**config.mk**
```make
export PLATFORM = sky130hd
export DESIGN_NAME = circular_queue_engine_flat
export DESIGN_NICKNAME = d
export VERILOG_FILES = /design/src/sv/cqe_pkg.sv /design/src/sv/cqe_if.sv /design/src/sv/cqe_ram.sv /design/src/sv/cqe_datapath.sv /design/src/sv/cqe_ctrl.sv /design/src/sv/circular_queue_engine.sv /design/src/flat_wrapper.sv
export VERILOG_INCLUDE_DIRS = /design/src /design/src/sv
export SDC_FILE = /design/constraint.sdc
export NUM_CORES = 1
export LEC_CHECK = 0
export BUFFER_PORTS_ARGS = -buffer_cell sky130_fd_sc_hd__clkbuf_2
export CAP_MARGIN = 25
export CORE_UTILIZATION = 65
export CTS_CLUSTER_SIZE = 30
export DETAILED_ROUTE_END_ITERATION = 12
export PLACE_DENSITY = 0.84
export SYNTH_ARGS = -nofsm -noshare
export SYNTH_HDL_FRONTEND = slang
export SYNTH_SLANG_ARGS = --single-unit
```
**constraint.sdc**
```tcl
create_clock -name clk -period 10.1 [get_ports clk]
set_input_delay 1.515 -clock clk [delete_from_list [all_inputs] [get_ports clk]]
set_output_delay 1.515 -clock clk [all_outputs]
set_load 0.05 [all_outputs]
```
**src/sv/circular_queue_engine_defines.svh**
```systemverilog
// Assertion macros shared by the circular queue engine RTL.
// No dependencies; the files that check their own logic include this header.
`ifndef CIRCULAR_QUEUE_ENGINE_DEFINES_SVH
`define CIRCULAR_QUEUE_ENGINE_DEFINES_SVH

`ifndef NO_ASSERTIONS

// A condition that must hold at every clock edge outside reset.
`define CQE_ASSERT(label, cond) \
    label: assert property (@(posedge clk) disable iff (!rst_n) (cond)) \
        else $error("circular queue engine check failed");

// A condition that must hold whenever a trigger holds in the same cycle.
`define CQE_ASSERT_IMPLIES(label, trig, cond) \
    label: assert property (@(posedge clk) disable iff (!rst_n) (trig) |-> (cond)) \
        else $error("circular queue engine check failed");

`else

`define CQE_ASSERT(label, cond)
`define CQE_ASSERT_IMPLIES(label, trig, cond)

`endif

`endif

```
**src/sv/cqe_pkg.sv**
```systemverilog
// Types and constants of the circular queue engine.
// No dependencies; the interfaces, datapath, controller and top module refer to it by scoped names.
package cqe_pkg;

    localparam int DATA_W = 32;

    // Command codes of a request.
    typedef enum logic [1:0] {
        CMD_CLEAR = 2'd0,
        CMD_ENQ   = 2'd1,
        CMD_DEQ   = 2'd2,
        CMD_TRAV  = 2'd3
    } cmd_t;

    // Status codes of a result.
    typedef enum logic [2:0] {
        ST_OK        = 3'd0,
        ST_OVERFLOW  = 3'd1,
        ST_UNDERFLOW = 3'd2,
        ST_EMPTY     = 3'd3,
        ST_DRAINED   = 3'd4
    } status_t;

    // Controller states.
    typedef enum logic {
        S_IDLE = 1'b0,
        S_EMIT = 1'b1
    } fsm_state_t;

    // Commands from the controller to the datapath.
    typedef struct packed {
        logic load;   // a request is taken this cycle
        logic step;   // a traversal result is taken and more follow
    } ctl_t;

    // Status from the datapath to the controller.
    typedef struct packed {
        logic last;   // the result on show is the final one of its request
    } dp_stat_t;

endpackage

```
**src/sv/cqe_if.sv**
```systemverilog
// Valid/ready channel interfaces for requests and results.
// Depends on cqe_pkg for the command and status types.
interface cqe_cmd_if;
    logic                              valid;
    logic                              ready;
    cqe_pkg::cmd_t                     command;
    logic signed [cqe_pkg::DATA_W-1:0] data_in;

    modport source (output valid, output command, output data_in, input ready);
    modport sink   (input valid, input command, input data_in, output ready);
endinterface

interface cqe_res_if;
    logic                              valid;
    logic                              ready;
    cqe_pkg::status_t                  status;
    logic signed [cqe_pkg::DATA_W-1:0] data_out;
    logic                              last;

    modport source (output valid, output status, output data_out, output last, input ready);
    modport sink   (input valid, input status, input data_out, input last, output ready);
endinterface

```
**src/sv/cqe_ram.sv**
```systemverilog
// Generic single-write, single-read RAM with a registered read port.
// No dependencies.
module cqe_ram #(
    parameter int WIDTH = 32,
    parameter int DEPTH = 8
) (
    input  logic                     clk,
    input  logic                     wr_en,
    input  logic [$clog2(DEPTH)-1:0] wr_addr,
    input  logic [WIDTH-1:0]         wr_data,
    input  logic                     rd_en,
    input  logic [$clog2(DEPTH)-1:0] rd_addr,
    output logic [WIDTH-1:0]         rd_data
);

    logic [WIDTH-1:0] mem_reg [DEPTH];
    logic [WIDTH-1:0] rd_data_reg;

    // Write port.
    always_ff @(posedge clk)
    begin
        if (wr_en)
        begin
            mem_reg[wr_addr] <= wr_data;
        end
    end

    // Read port; the data holds until the next read.
    always_ff @(posedge clk)
    begin
        if (rd_en)
        begin
            rd_data_reg <= mem_reg[rd_addr];
        end
    end

    assign rd_data = rd_data_reg;

endmodule

```
**src/sv/cqe_datapath.sv**
```systemverilog
// Datapath of the circular queue engine: indices, occupancy, storage and result.
// Depends on cqe_pkg, cqe_ram and the assertion macros header.
`include "circular_queue_engine_defines.svh"

module cqe_datapath #(
    parameter int DEPTH = 8
) (
    input  logic                              clk,
    input  logic                              rst_n,
    input  cqe_pkg::ctl_t                     ctl,
    input  cqe_pkg::cmd_t                     command,
    input  logic signed [cqe_pkg::DATA_W-1:0] data_in,
    output cqe_pkg::dp_stat_t                 stat,
    output cqe_pkg::status_t                  status,
    output logic signed [cqe_pkg::DATA_W-1:0] data_out,
    output logic                              last
);

    localparam int IDX_W = $clog2(DEPTH);
    localparam int CNT_W = $clog2(DEPTH + 1);

    logic [IDX_W-1:0]          head_reg, head_next;
    logic [IDX_W-1:0]          tail_reg, tail_next;
    logic [CNT_W-1:0]          occ_reg, occ_next;
    logic [IDX_W-1:0]          trav_reg, trav_next;
    logic [CNT_W-1:0]          left_reg, left_next;
    cqe_pkg::status_t          status_reg, status_next;
    logic                      sel_ram_reg, sel_ram_next;

    logic                      wr_en;
    logic                      rd_en;
    logic [IDX_W-1:0]          rd_addr;
    logic [cqe_pkg::DATA_W-1:0] rd_data;
    logic                      full;
    logic                      empty;

    // Index that follows idx around the ring.
    function automatic logic [IDX_W-1:0] wrap_next(input logic [IDX_W-1:0] idx);
        logic [IDX_W-1:0] res;
        if (idx == IDX_W'(DEPTH - 1))
        begin
            res = '0;
        end
        else
        begin
            res = idx + 1'b1;
        end
        return res;
    endfunction

    assign full  = (occ_reg == CNT_W'(DEPTH));
    assign empty = (occ_reg == '0);

    // Request decode and traversal stepping.
    always_comb
    begin
        head_next    = head_reg;
        tail_next    = tail_reg;
        occ_next     = occ_reg;
        trav_next    = trav_reg;
        left_next    = left_reg;
        status_next  = status_reg;
        sel_ram_next = sel_ram_reg;
        wr_en        = 1'b0;
        rd_en        = 1'b0;
        rd_addr      = head_reg;

        if (ctl.load)
        begin
            left_next    = '0;
            sel_ram_next = 1'b0;
            case (command)
                cqe_pkg::CMD_CLEAR:
                begin
                    head_next   = '0;
                    tail_next   = '0;
                    occ_next    = '0;
                    status_next = cqe_pkg::ST_EMPTY;
                end
                cqe_pkg::CMD_ENQ:
                begin
                    if (full)
                    begin
                        status_next = cqe_pkg::ST_OVERFLOW;
                    end
                    else
                    begin
                        wr_en       = 1'b1;
                        tail_next   = wrap_next(tail_reg);
                        occ_next    = occ_reg + 1'b1;
                        status_next = cqe_pkg::ST_OK;
                    end
                end
                cqe_pkg::CMD_DEQ:
                begin
                    if (empty)
                    begin
                        status_next = cqe_pkg::ST_UNDERFLOW;
                    end
                    else
                    begin
                        rd_en        = 1'b1;
                        sel_ram_next = 1'b1;
                        occ_next     = occ_reg - 1'b1;
                        if (occ_reg == CNT_W'(1))
                        begin
                            head_next   = '0;
                            tail_next   = '0;
                            status_next = cqe_pkg::ST_DRAINED;
                        end
                        else
                        begin
                            head_next   = wrap_next(head_reg);
                            status_next = cqe_pkg::ST_OK;
                        end
                    end
                end
                cqe_pkg::CMD_TRAV:
                begin
                    if (empty)
                    begin
                        status_next = cqe_pkg::ST_EMPTY;
                    end
                    else
                    begin
                        rd_en        = 1'b1;
                        sel_ram_next = 1'b1;
                        trav_next    = wrap_next(head_reg);
                        left_next    = occ_reg - 1'b1;
                        status_next  = cqe_pkg::ST_OK;
                    end
                end
                default:
                begin
                    status_next = cqe_pkg::ST_EMPTY;
                end
            endcase
        end
        else if (ctl.step)
        begin
            rd_en     = 1'b1;
            rd_addr   = trav_reg;
            trav_next = wrap_next(trav_reg);
            left_next = left_reg - 1'b1;
        end
    end

    // Control registers.
    always_ff @(posedge clk or negedge rst_n)
    begin
        if (!rst_n)
        begin
            head_reg    <= '0;
            tail_reg    <= '0;
            occ_reg     <= '0;
            trav_reg    <= '0;
            left_reg    <= '0;
            status_reg  <= cqe_pkg::ST_OK;
            sel_ram_reg <= 1'b0;
        end
        else
        begin
            head_reg    <= head_next;
            tail_reg    <= tail_next;
            occ_reg     <= occ_next;
            trav_reg    <= trav_next;
            left_reg    <= left_next;
            status_reg  <= status_next;
            sel_ram_reg <= sel_ram_next;
        end
    end

    // Ring storage.
    cqe_ram #(
        .WIDTH (cqe_pkg::DATA_W),
        .DEPTH (DEPTH)
    ) u_ram (
        .clk     (clk),
        .wr_en   (wr_en),
        .wr_addr (tail_reg),
        .wr_data (data_in),
        .rd_en   (rd_en),
        .rd_addr (rd_addr),
        .rd_data (rd_data)
    );

    // Result fields.
    assign status    = status_reg;
    assign data_out  = sel_ram_reg ? $signed(rd_data) : '0;
    assign last      = (left_reg == '0);
    assign stat.last = last;

    `CQE_ASSERT(a_occ_bounded, occ_reg <= CNT_W'(DEPTH))
    `CQE_ASSERT_IMPLIES(a_ring_ends_meet, (occ_reg == '0) || (occ_reg == CNT_W'(DEPTH)),
        head_reg == tail_reg)
    `CQE_ASSERT_IMPLIES(a_step_has_work, ctl.step, left_reg != '0)

endmodule

```
**src/sv/cqe_ctrl.sv**
```systemverilog
// Controller of the circular queue engine: request intake and result emission.
// Depends on cqe_pkg.
module cqe_ctrl (
    input  logic              clk,
    input  logic              rst_n,
    input  logic              in_valid,
    output logic              in_ready,
    output logic              out_valid,
    input  logic              out_ready,
    input  cqe_pkg::dp_stat_t stat,
    output cqe_pkg::ctl_t     ctl
);

    cqe_pkg::fsm_state_t state_reg, state_next;

    // State register.
    always_ff @(posedge clk or negedge rst_n)
    begin
        if (!rst_n)
        begin
            state_reg <= cqe_pkg::S_IDLE;
        end
        else
        begin
            state_reg <= state_next;
        end
    end

    // Next state and datapath commands.
    always_comb
    begin
        state_next = state_reg;
        ctl        = '0;
        in_ready   = 1'b0;
        out_valid  = 1'b0;
        case (state_reg)
            cqe_pkg::S_IDLE:
            begin
                in_ready = 1'b1;
                if (in_valid)
                begin
                    ctl.load   = 1'b1;
                    state_next = cqe_pkg::S_EMIT;
                end
            end
            cqe_pkg::S_EMIT:
            begin
                out_valid = 1'b1;
                if (out_ready)
                begin
                    if (stat.last)
                    begin
                        state_next = cqe_pkg::S_IDLE;
                    end
                    else
                    begin
                        ctl.step = 1'b1;
                    end
                end
            end
            default:
            begin
                state_next = cqe_pkg::S_IDLE;
            end
        endcase
    end

endmodule

```
**src/sv/circular_queue_engine.sv**
```systemverilog
// Circular queue engine: a ring-buffer queue of DEPTH signed 32-bit words.
// Latency: a result is shown the cycle after its request is taken.
// Throughput: a request is taken only once every result of the one before it is
// taken; traverse values flow one per cycle while res_ch.ready holds.
// Reset clears head, tail and occupancy at once; storage is not cleared and
// needs no clearing pass, so a request is taken in the first cycle after reset.
module circular_queue_engine #(
    parameter int DEPTH = 8
) (
    input logic       clk,
    input logic       rst_n,
    cqe_cmd_if.sink   cmd_ch,
    cqe_res_if.source res_ch
);

    cqe_pkg::ctl_t     ctl;
    cqe_pkg::dp_stat_t stat;

    // Sequencing of requests and results.
    cqe_ctrl u_ctrl (
        .clk       (clk),
        .rst_n     (rst_n),
        .in_valid  (cmd_ch.valid),
        .in_ready  (cmd_ch.ready),
        .out_valid (res_ch.valid),
        .out_ready (res_ch.ready),
        .stat      (stat),
        .ctl       (ctl)
    );

    // Queue state and storage.
    cqe_datapath #(
        .DEPTH (DEPTH)
    ) u_datapath (
        .clk      (clk),
        .rst_n    (rst_n),
        .ctl      (ctl),
        .command  (cmd_ch.command),
        .data_in  (cmd_ch.data_in),
        .stat     (stat),
        .status   (res_ch.status),
        .data_out (res_ch.data_out),
        .last     (res_ch.last)
    );

endmodule
```
**src/flat_wrapper.sv**
```systemverilog
// flat-port wrapper written by rule: the top's interface ports become plain ports
module circular_queue_engine_flat 
#(
    parameter int DEPTH = 8
)
  (clk, rst_n, cmd_ch_valid, cmd_ch_command, cmd_ch_data_in, cmd_ch_ready, res_ch_valid, res_ch_status, res_ch_data_out, res_ch_last, res_ch_ready);
  cqe_cmd_if cmd_ch_i ();
  cqe_res_if res_ch_i ();
  input logic clk;
  input logic rst_n;
  input wire logic [$bits(cmd_ch_i.valid)-1:0] cmd_ch_valid;
  input wire logic [$bits(cmd_ch_i.command)-1:0] cmd_ch_command;
  input wire logic [$bits(cmd_ch_i.data_in)-1:0] cmd_ch_data_in;
  output wire logic [$bits(cmd_ch_i.ready)-1:0] cmd_ch_ready;
  output wire logic [$bits(res_ch_i.valid)-1:0] res_ch_valid;
  output wire logic [$bits(res_ch_i.status)-1:0] res_ch_status;
  output wire logic [$bits(res_ch_i.data_out)-1:0] res_ch_data_out;
  output wire logic [$bits(res_ch_i.last)-1:0] res_ch_last;
  input wire logic [$bits(res_ch_i.ready)-1:0] res_ch_ready;
  assign cmd_ch_i.valid = cmd_ch_valid;
  assign cmd_ch_i.command = cmd_ch_command;
  assign cmd_ch_i.data_in = cmd_ch_data_in;
  assign cmd_ch_ready = cmd_ch_i.ready;
  assign res_ch_valid = res_ch_i.valid;
  assign res_ch_status = res_ch_i.status;
  assign res_ch_data_out = res_ch_i.data_out;
  assign res_ch_last = res_ch_i.last;
  assign res_ch_i.ready = res_ch_ready;
  circular_queue_engine #(.DEPTH(DEPTH)) u_core (.clk(clk), .rst_n(rst_n), .cmd_ch(cmd_ch_i), .res_ch(res_ch_i));
endmodule
```
Yosys cells after proc, flatten, opt, wreduce, memory -nomap -nowiden
Memory sizes are Yosys's and may differ from the RTL's. A register that Yosys moved wholly into a read port is not among the register bits.
Index checks and enable logic that the tools add are counted.
- $add $sub $neg: 6
- equality and inequality tests: 13
- muxes and demuxes: 47
- bitwise gates (word level): 1
- reductions and logical operators: 11
- operator list (cell ; count):
    two-way mux 3 bit ; 16
    two-way mux 32 bit ; 1
    two-way mux 4 bit ; 6
    two-way mux 1 bit ; 18
    one-hot mux 3 bit (4 select lines) ; 1
    one-hot mux 4 bit (3 select lines) ; 1
    != test 2 bit, second input constant ; 5
    adder 3 x 1 -> 3 bit, second input constant ; 3
    equality test 3 bit, second input constant ; 3
    one-hot mux 3 bit (3 select lines) ; 1
    zero test 4 bit ; 2
    subtractor 4 x 1 -> 4 bit, second input constant ; 2
    one-hot mux 3 bit (2 select lines) ; 1
    AND reduction 3 bit ; 2
    AND reduction 5 bit ; 1
    adder 4 x 1 -> 4 bit, second input constant ; 1
    equality test 2 bit, second input constant ; 2
    equality test 4 x 1 -> 1 bit, second input constant ; 1
    equality test 4 bit, second input constant ; 1
    AND reduction 4 bit ; 1
    nonzero test 2 bit ; 2
    nonzero test 3 bit ; 1
    equality test 2 x 1 -> 1 bit, second input constant ; 1
    zero test 2 bit ; 1
    4 further kinds ; 4
- register bits after elaboration: 22
- bits in writable memories: 256
- bits of input ports: 38
- output and inout bits: 38
- word-level logic and storage cells: 87
- memories kept: 1
- memory list (memory ; depth ; width ; read ports ; clocked after Yosys merged registers in ; wr ports ; RTL line ; text):
    u_core.u_datapath.u_ram.mem_reg ; 8 ; 32 ; 1 ; 1 ; 1 ; cqe_ram.sv:16 ; logic [WIDTH-1:0] mem_reg [DEPTH];

Longest topological paths before layout
Gate-level depths: netlist of the first run.
- depth after elaboration: 6
- mapped depth: 9

Modules after synthesis
A second synthesis of the first run with hierarchy kept.
- cell total of the unflattened synthesis: 619
- area total of the unflattened synthesis: 12552.0 um^2
- by module, submodules not included (module ; instances ; cells each ; area each (um^2) ; sequential area each (um^2)):
    cqe_ram ; 1 ; 415 ; 10786.6 ; 8648.3
    cqe_datapath ; 1 ; 198 ; 1705.4 ; 525.5
    cqe_ctrl ; 1 ; 6 ; 60.1 ; 25.0

Worst setup path after synthesis of the first run
OpenSTA, ideal clock, no wires.
- kind: input to register
- from: input port cmd_ch_command[1]
- to: memory u_core.u_datapath.u_ram.mem_reg[1][0], enable pin
- setup time: 461 ps
- arrival: 4426 ps
- required time: 9639 ps
- path slack: 5213 ps
- stages: 5
- path through: inv_1 -> ha_1 -> clkbuf_1 -> nand3_1 -> nor3_1
- word-level cells in the longest chain between the ends: 5
- ends and longest elaborated chain (element ; RTL line ; text):
    start: declaration ; flat_wrapper.sv:12 ; input wire logic [$bits(cmd_ch_i.command)-1:0] cmd_ch_command;
    equality test 2 x 1 -> 1 bit ; cqe_datapath.sv:72 ; case (command)
    two-way mux 1 bit ; cqe_datapath.sv:72 ;
    two-way mux 1 bit ; cqe_datapath.sv:68 ; if (ctl.load)
    two-way mux 1 bit ; cqe_ram.sv:22 ; if (wr_en)
    two-way mux 1 bit (implied by the code) ; cqe_ram.sv:24 ; mem_reg[wr_addr] <= wr_data;
    end: declaration ; cqe_ram.sv:16 ;
No other way between the ends.

Worst setup path in the final report of the first run
- from: input port res_ch_ready
- to: register u_core.u_datapath.u_ram.rd_data_reg[10], in the netlist u_core.u_datapath.u_ram.rd_data[10], read port of u_core.u_datapath.u_ram.mem_reg, data pin
- word-level cells in the longest chain between the ends: 4
- ends and longest elaborated chain (element ; RTL line ; text):
    start: declaration ; flat_wrapper.sv:19 ; input wire logic [$bits(res_ch_i.ready)-1:0] res_ch_ready;
    two-way mux 1 bit * ; cqe_ctrl.sv:49 ; if (out_ready)
    two-way mux 1 bit * ; cqe_ctrl.sv:36 ; case (state_reg)
    two-way mux 3 bit or two-way mux 1 bit (tied branches) ; cqe_datapath.sv:139 ; else if (ctl.step)
    two-way mux 3 bit or two-way mux 1 bit (tied branches) ; cqe_datapath.sv:68 ;
    end: declaration ; cqe_ram.sv:17 ; logic [WIDTH-1:0] rd_data_reg;
Every way passes the cells marked *; elsewhere a longest branch is shown, timed or not.
A chain may end at the register's enable or synchronous reset.

==> impl_results.md, run 1 <==
* Critical-path top delay cell: buf_4
* Routed vias at around 7,700
* Total negative slack at 0 ps
* Final Skew at about 8.8 ps
* Critical path buffers and inverters at 4
* Clock root cell: clkbuf_16
* Leak Pwr at just over 0.005 uW
* IO Pins at 76
* Post-synth cell types at 41
* GRT busiest layer: met2
* RSZ-0062 raised after global routing: no
* Via-to-Cell Ratio at 6.45
* Die span in y at 142 um
* Top-area cell type share of the netlist area at 68.2%
* Met3 Track Usage GR at about 4.6%
* Crit-path leading delay family: simple AND/OR/NAND/NOR gates
* Final Hold Violating Endpoints at 0
* Critical setup path kind: primary input to flip-flop
* Seq pwr share at 43.1%
* Seq/Total Area, Yosys at 72.6%
* H-tree depth at 1
* Antenna-violating nets left at 0
* Global route total overflow at 0
* Worst hold start: u_core.u_datapath.status[2]$_DFFE_PN0P_
* Hold Crit Depth at 2
* Worst hold path type: flip-flop to flip-flop
* Worst vdd ir at 0.188 mV
* Worst-Margin Slew at ~1100 ps
* # DRC at 0
* GPL Wtd Cong at 0.855
* DIE AREA at roughly 20,000 um2
* Finish-stage setup viols at 0
* Share of power burned in the clock network at 26.6%
* CP Depth at 9
* Post_cts resized at 0
* Dominant cell type by area after synthesis: edfxtp_1
* Async SR Flop Fraction at 7.10%
* Routed WL at 27.2 mm
* Register bit total from synthesis at 310
* Die width at 142 um
* Max reg flops at between 200 and 300
* DR pass1 iterations at 7
* Layout cells sized above 1 at 16.3%
* Antenna Cells at 0
* Mapped Nets at 912
* Clock slew at reported path FFs at approximately 60 ps
* CTS Hold Bufs at 0
* Worst Setup SP: res_ch_ready
* Status: finished clean
* Area contributors post-synth: edfxtp_1, a211oi_1, and3_1, dfrtp_1, nor4_1
* Core footprint at 18,900 um2
* Post-Synthesis Cells at 858
* Initial DRC Count at 760
* Critical Path End Type: flip-flop
* Final HPWL DP at 14.0 mm
* Hold slack at 485 ps
* Grt met1 use at 37.5%
* Max Freq at 0.235 GHz
* Avg Inst Size Synth at 14.8 um2
* Worst-path fanout max at 125
* Comb pwr share at 30.3%
* Worst R2R Start: u_core.u_datapath.left_reg[0]$_DFFE_PN0P_
* # clock sinks at 310
* Number of global-route vias before repair at 7,500
* Element type at the critical path start: primary input
* Cell internal pwr at 2540 uW
* Final worst path period need at 4260 ps
* Switching portion of total power at 34.5%
* Met2 Use GR at 45.5%
* Clk_lat worst skew at 560 ps
* Setup bufs post-CTS at 0
* CTS tree: built
* Storage element area at 9200 um2
* Gr usage total at 27.6%
* Overall Power at 3880 uW
* Worst relative slew slack at between 20% and 30%
* Main flop type after synthesis: edfxtp_1
* Initial antenna violation count at 0
* Max-slew violations at 0
* First-pass GRT wire length at approximately 41 mm
* # fillers at 1,133
* Initial Util at approximately two thirds
* Worst path cell trace: clkbuf_2, nand2_1, or3b_4, buf_4, buf_16, nand2_4, buf_4, a211oi_1, nor4_1
* Largest net degree at the start of global routing at 130
* Routed WL per cell at between 20 and 25 um
* Switch Pwr at around 1300 uW
* R2R depth at 10
* Power Density at 271 nW/um2
* Most used cell, CP: buf_4
* EDFF count, synth at about 290
* Syn. warnings at 0
* Number of buffers created by CTS at 30
* CP arrival at 4620 ps
* Rows at 50
* Max incr delay on CP at 820 ps
* Max Cap Violations at 0
* Port bufs at 75
* Final Net Count at 972
* Bufs on Longest Clock Path at 3
* Mapped Area at 12,700 um2
* Critical path required time at 10,460 ps
* Multi-input logic area at between 3000 and 4000 um2
* Synth-to-layout area growth at 12.8%
* Final period util at 42.2%
* Reg2reg setup slack at about 6300 ps
[cell usage after synthesis, types with 2 or more instances]
cell,instances
clkbuf_1,31
mux2i_1,4
nor2_1,16
buf_2,24
or4b_1,2
edfxtp_1,288
a31oi_1,2
nand2_1,25
dfrtp_1,22
nor4_1,33
xor2_1,2
nand3b_1,3
nor2b_1,3
and3_1,128
mux2_2,3
nand3_1,8
and2_1,32
ha_1,16
a21oi_1,12
clkbuf_2,3
o22a_1,3
nor3_1,7
a211oi_1,128
inv_1,14
o31a_1,2
nand2b_1,3
buf_4,5
o21ai_0,24
o22ai_1,3
[final timing paths]
kind                                                                      end
worst max-delay path            u_core.u_datapath.u_ram.rd_data[10]$_DFFE_PP_
worst min-delay path                  u_core.u_datapath.status[2]$_DFFE_PN0P_
worst max register to register  u_core.u_datapath.u_ram.rd_data[10]$_DFFE_PP_
worst min register to register        u_core.u_datapath.status[2]$_DFFE_PN0P_
max in group asynchronous           u_core.u_datapath.trav_reg[2]$_DFFE_PN0P_
min in group asynchronous            u_core.u_datapath.occ_reg[0]$_DFFE_PN0P_
[layout make-up]
type	instances	area share, %
Clock inverter	17	0.831
Inverter	14	0.368
Tap cell	260	2.28
Timing Repair Buffer	92	4.17
Multi-Input combinational cell	470	22.5
Sequential cell	310	64.3
Clock buffer	39	5.49
[routing by layer]
layer,share of wire [%],vias up
li1,-,3514
met1,40,3794
met2,50,375
met3,8.0,65
met4,2.7,0
met5,0,-
[metrics by stage]
step	util [%]	setup slack (ps)	instances	instance area, um2
6_report	75.7	5840	1202	14300
3_5_place_dp	70.8	5190	1145	13400
4_1_cts	75.5	5730	1201	14300
5_1_grt	75.7	5650	1202	14300
2_1_floorplan	-	5210	858	12700
3_3_place_gp	70.2	5330	1141	13300
[cell usage in the layout (no fill, tap or decap), types with 22 or more instances in the layout]
cell,instances
and2_1,32
and3_1,128
o21ai_0,24
dfrtp_1,22
nor4_1,33
nand2_1,24
clkbuf_16,30
a211oi_1,128
clkbuf_2,75
edfxtp_1,288
[kinds of logic (layout without fill, tap and decap cells)]
kind of cell	count (synthesis)	after routing	share of synthesized area, %
AOI/OAI and AO/OA	179	179	9.87
xor gates and xnor gates	3	3	0.207
adders and majority gates	16	16	1.58
buffers and inverters	78	162	2.72
DFF	310	310	72.6
muxes	8	8	0.760
and+or+nand+nor	264	264	12.3
[worst register-to-register path: stages (launching register included)]
cell and delay, ps:
dfrtp_1 390, inv_1 60, ha_1 220, nor3b_4 210
or3b_4 400, buf_4 170, buf_16 250, nand2_4 530
buf_4 840, a211oi_1 230, nor4_1 340
[power by group through the flow]
stage               sequential, uW  clock (uW)  combinational [uW]
finish                        1670        1030                1180
global route                  1680        1090                1270
CTS                           1670        1040                1160
detailed placement            1690           0                1150
global placement              1690           0                1100
floorplan                     1670           0                 855
No activity file was read; power rests on OpenSTA's default activity.
==> inputs of run 2 (changes only) <==
Settings changed: ABC_AREA from default to 1, CORE_UTILIZATION 65 to 55, PLACE_DENSITY 0.84 to 0.76.
Clock period 10.1 ns to 3.9 ns, I/O delays scaled along.
==> impl_results.md, run 2 <==
* Compound-Gate Fraction of Synth Area at 1.52% (-8.4 points)
* Routed WL at 31.4 mm (+15%)
* Clock slew at reported path FFs at 60 ps (about the same)
* Max Freq at 0.354 GHz
* Via-to-Cell Ratio at 5.37 (-17%)
* Port bufs at 75 (unchanged)
* Seq/Total Area, Yosys at 64.9% (-7.7 points)
* XOR/XNOR share of the synthesized area at 0.309% (+0.10 points)
* Crit-path leading delay family: simple AND/OR/NAND/NOR gates
* # DRC at 0 (unchanged)
* Final Skew at 10.8 ps (+1.99 ps)
* Max reg flops at 256 (unchanged)
* Post-synthesis adder-cell area fraction at 1.41% (-0.17 points)
* Mapped Area at 14,200 um2 (+12%)
* Simple-gate portion of the synthesized area at 20.8% (+8.5 points)
* Global route total overflow at 0 (unchanged)
* CTS tree: built
* Number of buffers created by CTS at 31 (+3.3%)
* Synth-to-layout area growth at 12.1%
* Initial antenna violation count at 1 (+1)
* Worst R2R Start: u_core.u_datapath.left_reg[0]$_DFFE_PN0P_
* Worst relative slew slack at 35.0% (+8.0 points)
* Critical Path End Type: flip-flop
* Final worst setup slack at 1080 ps (-4760 ps)
* First-pass GRT wire length at 50.1 mm (+21%)
* Critical path required time at 4210 ps (-6250 ps)
* Largest net degree at the start of global routing at 65 (-50%)
* Initial DRC Count at 857 (+13%)
* Final Net Count at 1,540 (+58%)
* IO Pins at 76 (unchanged)
* Syn. warnings at 0 (unchanged)
* CP arrival at 3130 ps (-1490 ps)
* Multi-input logic area at 3480 um2 (+8.0%)
* Final HPWL DP at 17.6 mm (+25%)
* Layout cells sized above 1 at 10.8% (-5.5 points)
* DIE AREA at 26,400 um2 (+32%)
* Largest family of logic cells by synthesized area: simple AND/OR/NAND/NOR gates
* Final Hold Violating Endpoints at 0 (unchanged)
* # fillers at 1,931 (+70%)
* Clock root cell: clkbuf_16
* Area post-placement at 14,900 um2 (+11%)
* Async SR Flop Fraction at 7.10% (unchanged)
* Routed vias at 9,877 (+27%)
* Max-slew violations at 0 (unchanged)
* CTS Hold Bufs at 0 (unchanged)
* Final period util at 72.4%
* Total negative slack at 0 ps (unchanged)
* Commonest non-fill, non-tap cells in the layout: nand2_1, inv_1, nand3_1
* Post_cts resized at 0 (unchanged)
* Status: finished clean
* Worst hold path type: primary input to async pin
* Final worst path period need at between 2000 and 3000 ps
* RSZ-0062 raised after global routing: no
* Max Cap Violations at 0 (unchanged)
* Worst vdd ir at 0.522 mV (+180%)
* # clock sinks at 310 (unchanged)
* Worst path cell trace: inv_1, ha_1, nand2_4, nand2_8, nand2_4, nand2_2, buf_4, nand2_1, nand3_1, nand2_1, nand2_1, nand2_1
* Initial Util at 56.2% (-11 points)
* Mux contribution to synthesized area at 0% (-0.76 points)
* Core footprint at 25,300 um2 (+34%)
* Most used cell, CP: nand2_1
* Top-area cell type share of the netlist area at 61.0% (-7.2 points)
* Setup Slack @ Placement at 952 ps (-4230 ps)
* Worst Setup SP: u_core.u_datapath.left_reg[0]$_DFFE_PN0P_
* Setup bufs post-CTS at 0 (unchanged)
* Storage element area at 9200 um2 (unchanged)
* Critical path buffers and inverters at 2 (-2)
* Avg Inst Size Synth at 9.96 um2 (-33%)
* GPL Wtd Cong at 0.867 (+1.5%)
* H-tree depth at 1 (unchanged)
* Critical setup path kind: flip-flop to flip-flop
* Commonest non-fill, non-tap cell in the layout: nand2_1
* Main flop type after synthesis: edfxtp_1
* Rows at 58 (+16%)
* Bufs on Longest Clock Path at 3 (unchanged)
* Post-Synthesis Cells at 1,424 (+66%)
* Max incr delay on CP at 450 ps (-370 ps)
* Element type at the critical path start: flip-flop
* Routed WL per cell at 17.1 um (-25%)
* Post-synth top cells: nand2_1, inv_1, nand3_1
* Critical-path top delay cell: nand2_2
* DR pass1 iterations at 5 (-2)
* Number of global-route vias before repair at 9,614 (+28%)
* Final instance area at 15,900 um2 (+11%)
* Leak Pwr at 0.00740 uW (+47%)
* EDFF count, synth at 288 (unchanged)
* Worst-Margin Slew at 973 ps (-116 ps)
* Antenna-violating nets left at 0 (unchanged)
* Mapped Nets at 1,478 (+62%)
* Gr usage total at 24.3% (-3.2 points)
* Power Density at 694 nW/um2 (+160%)
* Clk_lat worst skew at 550 ps (about the same)
* Post-synth cell types at 31 (-24%)
* Register bit total from synthesis at 310 (unchanged)
* Finish-stage setup viols at 0 (unchanged)
* Die span in y at 163 um (+15%)
* Die width at 163 um (+15%)
* Area contributors post-synth: edfxtp_1, nand3_1, nand2_1, inv_1, dfrtp_1
* Worst-path fanout max at 30 (-76%)
* Most frequent cell after synthesis: nand2_1
* Dominant cell type by area after synthesis: edfxtp_1
==> run 2: changes by cell type in the layout (fill, tap and decap cells not counted), moves of 6 or more <==
| cell | delta |
|---|---|
| and3_1 | -128 |
| and2_1 | -32 |
| nand2_1 | +312 |
| inv_1 | +304 |
| nand3_1 | +290 |
| a211oi_1 | -128 |
| o21ai_0 | -6 |
| nor4_1 | -33 |
| a21oi_1 | -10 |
==> run 2: worst paths after layout <==
kind / to / slack (ps) / cells past startpoint
max in group asynchronous: u_core.u_datapath.head_reg[1]$_DFFE_PN0P_ / 3490 / 1
min in group clk: u_core.u_ctrl.state_reg$_DFF_PN0_ / 280 / 3
setup reg to reg: u_core.u_datapath.u_ram.rd_data[5]$_DFFE_PP_ / 1080 / 12
hold / removal: u_core.u_datapath.status[0]$_DFFE_PN0P_ / 20 / 1
setup / recovery: u_core.u_datapath.u_ram.rd_data[5]$_DFFE_PP_ / 1080 / 12
hold reg to reg: u_core.u_datapath.status[2]$_DFFE_PN0P_ / 520 / 2
==> run 2: per-stage QoR <==
stage / hold WS, ps / std cells / utilization, % / power [uW]
after floorplan: 289 / 1424 / - / 7130
after global placement: 485 / 1783 / 59.0 / 8060
after detailed placement: 492 / 1783 / 59.0 / 8140
after CTS: 18.1 / 1838 / 62.9 / 11100
after global routing: 43.9 / 1839 / 62.9 / 11600
final: 22.5 / 1839 / 62.9 / 11000
==> run 2: where the power goes <==
part	leakage, uW	switching [uW]	internal (uW)
logic	0.00403	2870	1020
clock network	0.000481	1230	1710
registers	0.00289	177	4030
total	0.00740	4270	6760
==> run 2: kinds of logic (layout without fill, tap and decap cells) <==
| kind of cell | Yosys count | in the layout |
|---|---|---|
| adders and majority gates | 16 | 16 |
| and+or+nand+nor | 668 | 668 |
| AOI/OAI and AO/OA | 36 | 36 |
| xor gates and xnor gates | 5 | 5 |
| buffers and inverters | 389 | 473 |
| other | 0 | 1 |
| DFF | 310 | 310 |
==> run 2: layer usage <==
metal	GRT usage (%)	wire length, um	up-vias
met4	8.54	947	0
met3	2.90	2350	71
met1	31.7	12600	4696
li1	-	-	4709
met5	0	0	-
met2	42.2	15500	401
==> run 2: cell type report <==
type / instances / area share [%]
antenna: 1 / 0.0157
clock buffer: 37 / 5.02
clock inverter: 18 / 1.22
inverter: 321 / 7.58
multi-input combinational: 725 / 21.9
sequential: 310 / 57.9
tap: 330 / 2.60
timing repair buffer: 97 / 3.79
==> run 2: worst register-to-register path, delay by kind of cell, from the launching register on <==
family,cells,cell delay [ps]
and+or+nand+nor,9,1400
buffers and inverters,2,530
DFF,1,380
adders and majority gates,1,260
==> inputs of run 3 (changes only) <==
Settings changed: ABC_AREA 1 to 0, CORE_UTILIZATION 55 to 60, PLACE_DENSITY 0.76 to 0.79.
Clock period 3.9 ns to 2.9 ns, I/O delays scaled along.
==> impl_results.md, run 3 (synthesis gave the netlist of run 1 again) <==
* Status: finished clean
* Area post-placement at 13,700 um2 (-8.4%)
* # DRC at 0 (unchanged)
* Critical Path End Type: flip-flop
* # fillers at 1,222 (-37%)
* Synth-to-layout area growth at 16.3%
* Clock root cell: clkbuf_16
* Worst-Margin Slew at 618 ps (-355 ps)
* Via-to-Cell Ratio at 6.41 (+19%)
* Number of global-route vias before repair at 7,762 (-19%)
* Element type at the critical path start: flip-flop
* Worst Setup SP: u_core.u_datapath.left_reg[0]$_DFFE_PN0P_
* Final worst setup slack at 180 ps (-897 ps)
* R2R depth at 11 (-1)
* Antenna-violating nets left at 0 (unchanged)
* Final worst path period need at 2720 ps (-103 ps)
* Port bufs at 75 (unchanged)
* Initial DRC Count at 715 (-17%)
* IO Pins at 76 (unchanged)
* Share of power burned in the clock network at 27.7% (+1.0 points)
* # placed instances at 1,171 (-34%)
* First-pass GRT wire length at 43.1 mm (-14%)
* Worst vdd ir at 0.643 mV (+23%)
* Reg2reg setup slack at 180 ps (-900 ps)
* Final Skew at 9.50 ps (-1.28 ps)
* DIE AREA at 21,700 um2 (-18%)
* Setup Slack @ Placement at 39.3 ps (-913 ps)
* Setup crit end: u_core.u_datapath.u_ram.rd_data[2]$_DFFE_PP_
* H-tree depth at 1 (unchanged)
* Worst relative slew slack at 58.4% (+23 points)
* Most used cell, CP: buf_4
* RSZ-0062 raised after global routing: no
* Routed WL at 28.2 mm (-10%)
* Rows at 52 (-10%)
* Worst hold path type: primary input to flip-flop
* Non-Filler Instances at 1,234 (-33%)
* Max Cap Violations at 0 (unchanged)
* Max Freq at 0.368 GHz (+3.8%)
* Worst reg2reg path endpoint: u_core.u_datapath.u_ram.rd_data[2]$_DFFE_PP_
* Leak Pwr at 0.00521 uW (-30%)
* DR pass1 iterations at 5 (unchanged)
* Antenna Cells at 0 (-1)
* Max-slew violations at 0 (unchanged)
* Switching portion of total power at 33.5% (-5.2 points)
* Switch Pwr at 4770 uW (+12%)
* Critical-path top delay cell: dfrtp_1
* Critical setup path kind: flip-flop to flip-flop
* CP arrival at 3140 ps (about the same)
* Critical path required time at 3320 ps (-890 ps)
* Storage element area at 9200 um2 (unchanged)
* Commonest non-fill, non-tap cells in the layout: edfxtp_1, and3_1, a211oi_1
* Final Hold Violating Endpoints at 0 (unchanged)
* Critical path buffers and inverters at 5 (+3)
* # clock sinks at 310 (unchanged)
* Worst path cell trace: inv_1, ha_1, nor3b_4, buf_4, buf_4, o21ai_4, clkbuf_16, and3_1, a211oi_1, nor4_1, buf_4
* Number of buffers created by CTS at 30 (-3.2%)
* Bufs on Longest Clock Path at 3 (unchanged)
* Die width at 147 um (-9.4%)
* Routed WL per cell at 22.8 um (+34%)
* Clock slew at reported path FFs at 70 ps (about the same)
* Largest net degree at the start of global routing at 129 (+98%)
* Layout cells sized above 1 at 18.4% (+7.6 points)
* Max incr delay on CP at 380 ps (-70 ps)
* Worst R2R Start: u_core.u_datapath.left_reg[0]$_DFFE_PN0P_
* Die span in y at 147 um (-9.4%)
* Power Density at 968 nW/um2 (+39%)
* Final instance area at 14,700 um2 (-7.3%)
* Max reg flops at 256 (unchanged)
* Seq pwr share at 40.6% (+2.5 points)
* Worst-path fanout max at 64 (+110%)
* Finish-stage setup viols at 0 (unchanged)
* Final period util at 93.8% (+21 points)
* Routed vias at 7,907 (-20%)
* GPL Wtd Cong at 0.864 (-0.40%)
* Multi-input logic area at 3250 um2 (-6.6%)
* CTS tree: built
* Final HPWL DP at 14.5 mm (-18%)
* Final Net Count at 994 (-35%)
* Initial Util at 61.9% (+5.7 points)
* Hold slack at 153 ps (+131 ps)
* Crit-path leading delay family: buffers and inverters
* Core footprint at 20,500 um2 (-19%)
* Initial antenna violation count at 0 (-1)
* Cell internal pwr at 9490 uW (+40%)
* Comb pwr share at 31.7% (-3.5 points)
* Clk_lat worst skew at 550 ps (about the same)
* Gr usage total at 26.1% (+1.7 points)
* Global route total overflow at 0 (unchanged)
* CP Depth at 11 (-1)
* Commonest non-fill, non-tap cell in the layout: edfxtp_1
==> run 3: changes by cell type in the layout (fill, tap and decap cells not counted), moves of 4 or more <==
| cell | before | now |
|---|---|---|
| buf_12 | 5 | 16 |
| inv_1 | 318 | 14 |
| nor4_1 | 0 | 32 |
| mux2i_1 | 0 | 4 |
| nand2_1 | 336 | 24 |
| o22ai_1 | 7 | 2 |
| and3_1 | 0 | 128 |
| o21ai_0 | 18 | 24 |
| a211oi_1 | 0 | 128 |
| and2_1 | 0 | 32 |
| a21oi_1 | 2 | 12 |
| nand3_1 | 298 | 8 |
==> run 3: cell type report <==
cell class,instances,area share (%)
repair buffers,114,6.05
clock buffers,37,5.27
clock inverters,19,1.59
multi-input cells,470,22.0
flip-flops and latches,310,62.4
inverters,14,0.356
well taps,270,2.29
==> run 3: routing by layer <==
layer | routed length (um) | part of all wire [%] | vias to the layer above | global-route usage (%)
li1 | - | - | 3562 | -
met1 | 11400 | 40 | 3918 | 35.6
met2 | 14100 | 50 | 366 | 42.9
met3 | 2070 | 7.3 | 61 | 4.07
met4 | 663 | 2.4 | 0 | 9.38
met5 | 0 | 0 | - | 0
==> run 3: how the worst min path moves through the flow <==
stage | start | end | slack, ps | cells after the start
floorplan | rst_n | u_core.u_ctrl.state_reg$_DFF_PN0_ | 140 | 0
global placement | rst_n | u_core.u_datapath.occ_reg[3]$_DFFE_PN0P_ | 450 | 1
detailed placement | rst_n | u_core.u_datapath.occ_reg[0]$_DFFE_PN0P_ | 460 | 1
CTS | cmd_ch_data_in[22] | u_core.u_datapath.u_ram.mem_reg[7][22]$_DFFE_PP_ | 130 | 1
global route | cmd_ch_data_in[22] | u_core.u_datapath.u_ram.mem_reg[6][22]$_DFFE_PP_ | 150 | 1
finish | cmd_ch_data_in[22] | u_core.u_datapath.u_ram.mem_reg[7][22]$_DFFE_PP_ | 150 | 1
==> run 3: power groups by stage <==
stage	Combinational, uW	Clock [uW]	Sequential, uW
final	4520	3960	5790
after global routing	4860	4190	5830
after CTS	4420	4000	5780
after detailed placement	4380	0	5870
after global placement	4280	0	5870
after floorplan	2990	0	5830
==> run 3: metrics by stage <==
step / total power (uW) / util [%] / setup TNS, ps
global route: 14900 / 71.9 / 0
global placement: 10100 / 66.6 / 0
detailed placement: 10200 / 66.6 / 0
CTS: 14200 / 71.6 / 0
finish: 14300 / 71.9 / 0
floorplan: 8810 / - / -42190
==> run 3: worst reg2reg max path, cell delays in order (launching register included) <==
cell and delay, ps:
dfrtp_1 380, inv_1 60, ha_1 220, nor3b_4 150
buf_4 170, buf_4 150, o21ai_4 280, clkbuf_16 330
and3_1 260, a211oi_1 50, nor4_1 370, buf_4 170
==> run 3: what timing repair did <==
action	in CTS	in global routing
hold buffers	1	0
setup endpoints to repair	0	32
buffers inserted	0	5
hold endpoints to repair	22	0
resized for setup	0	6
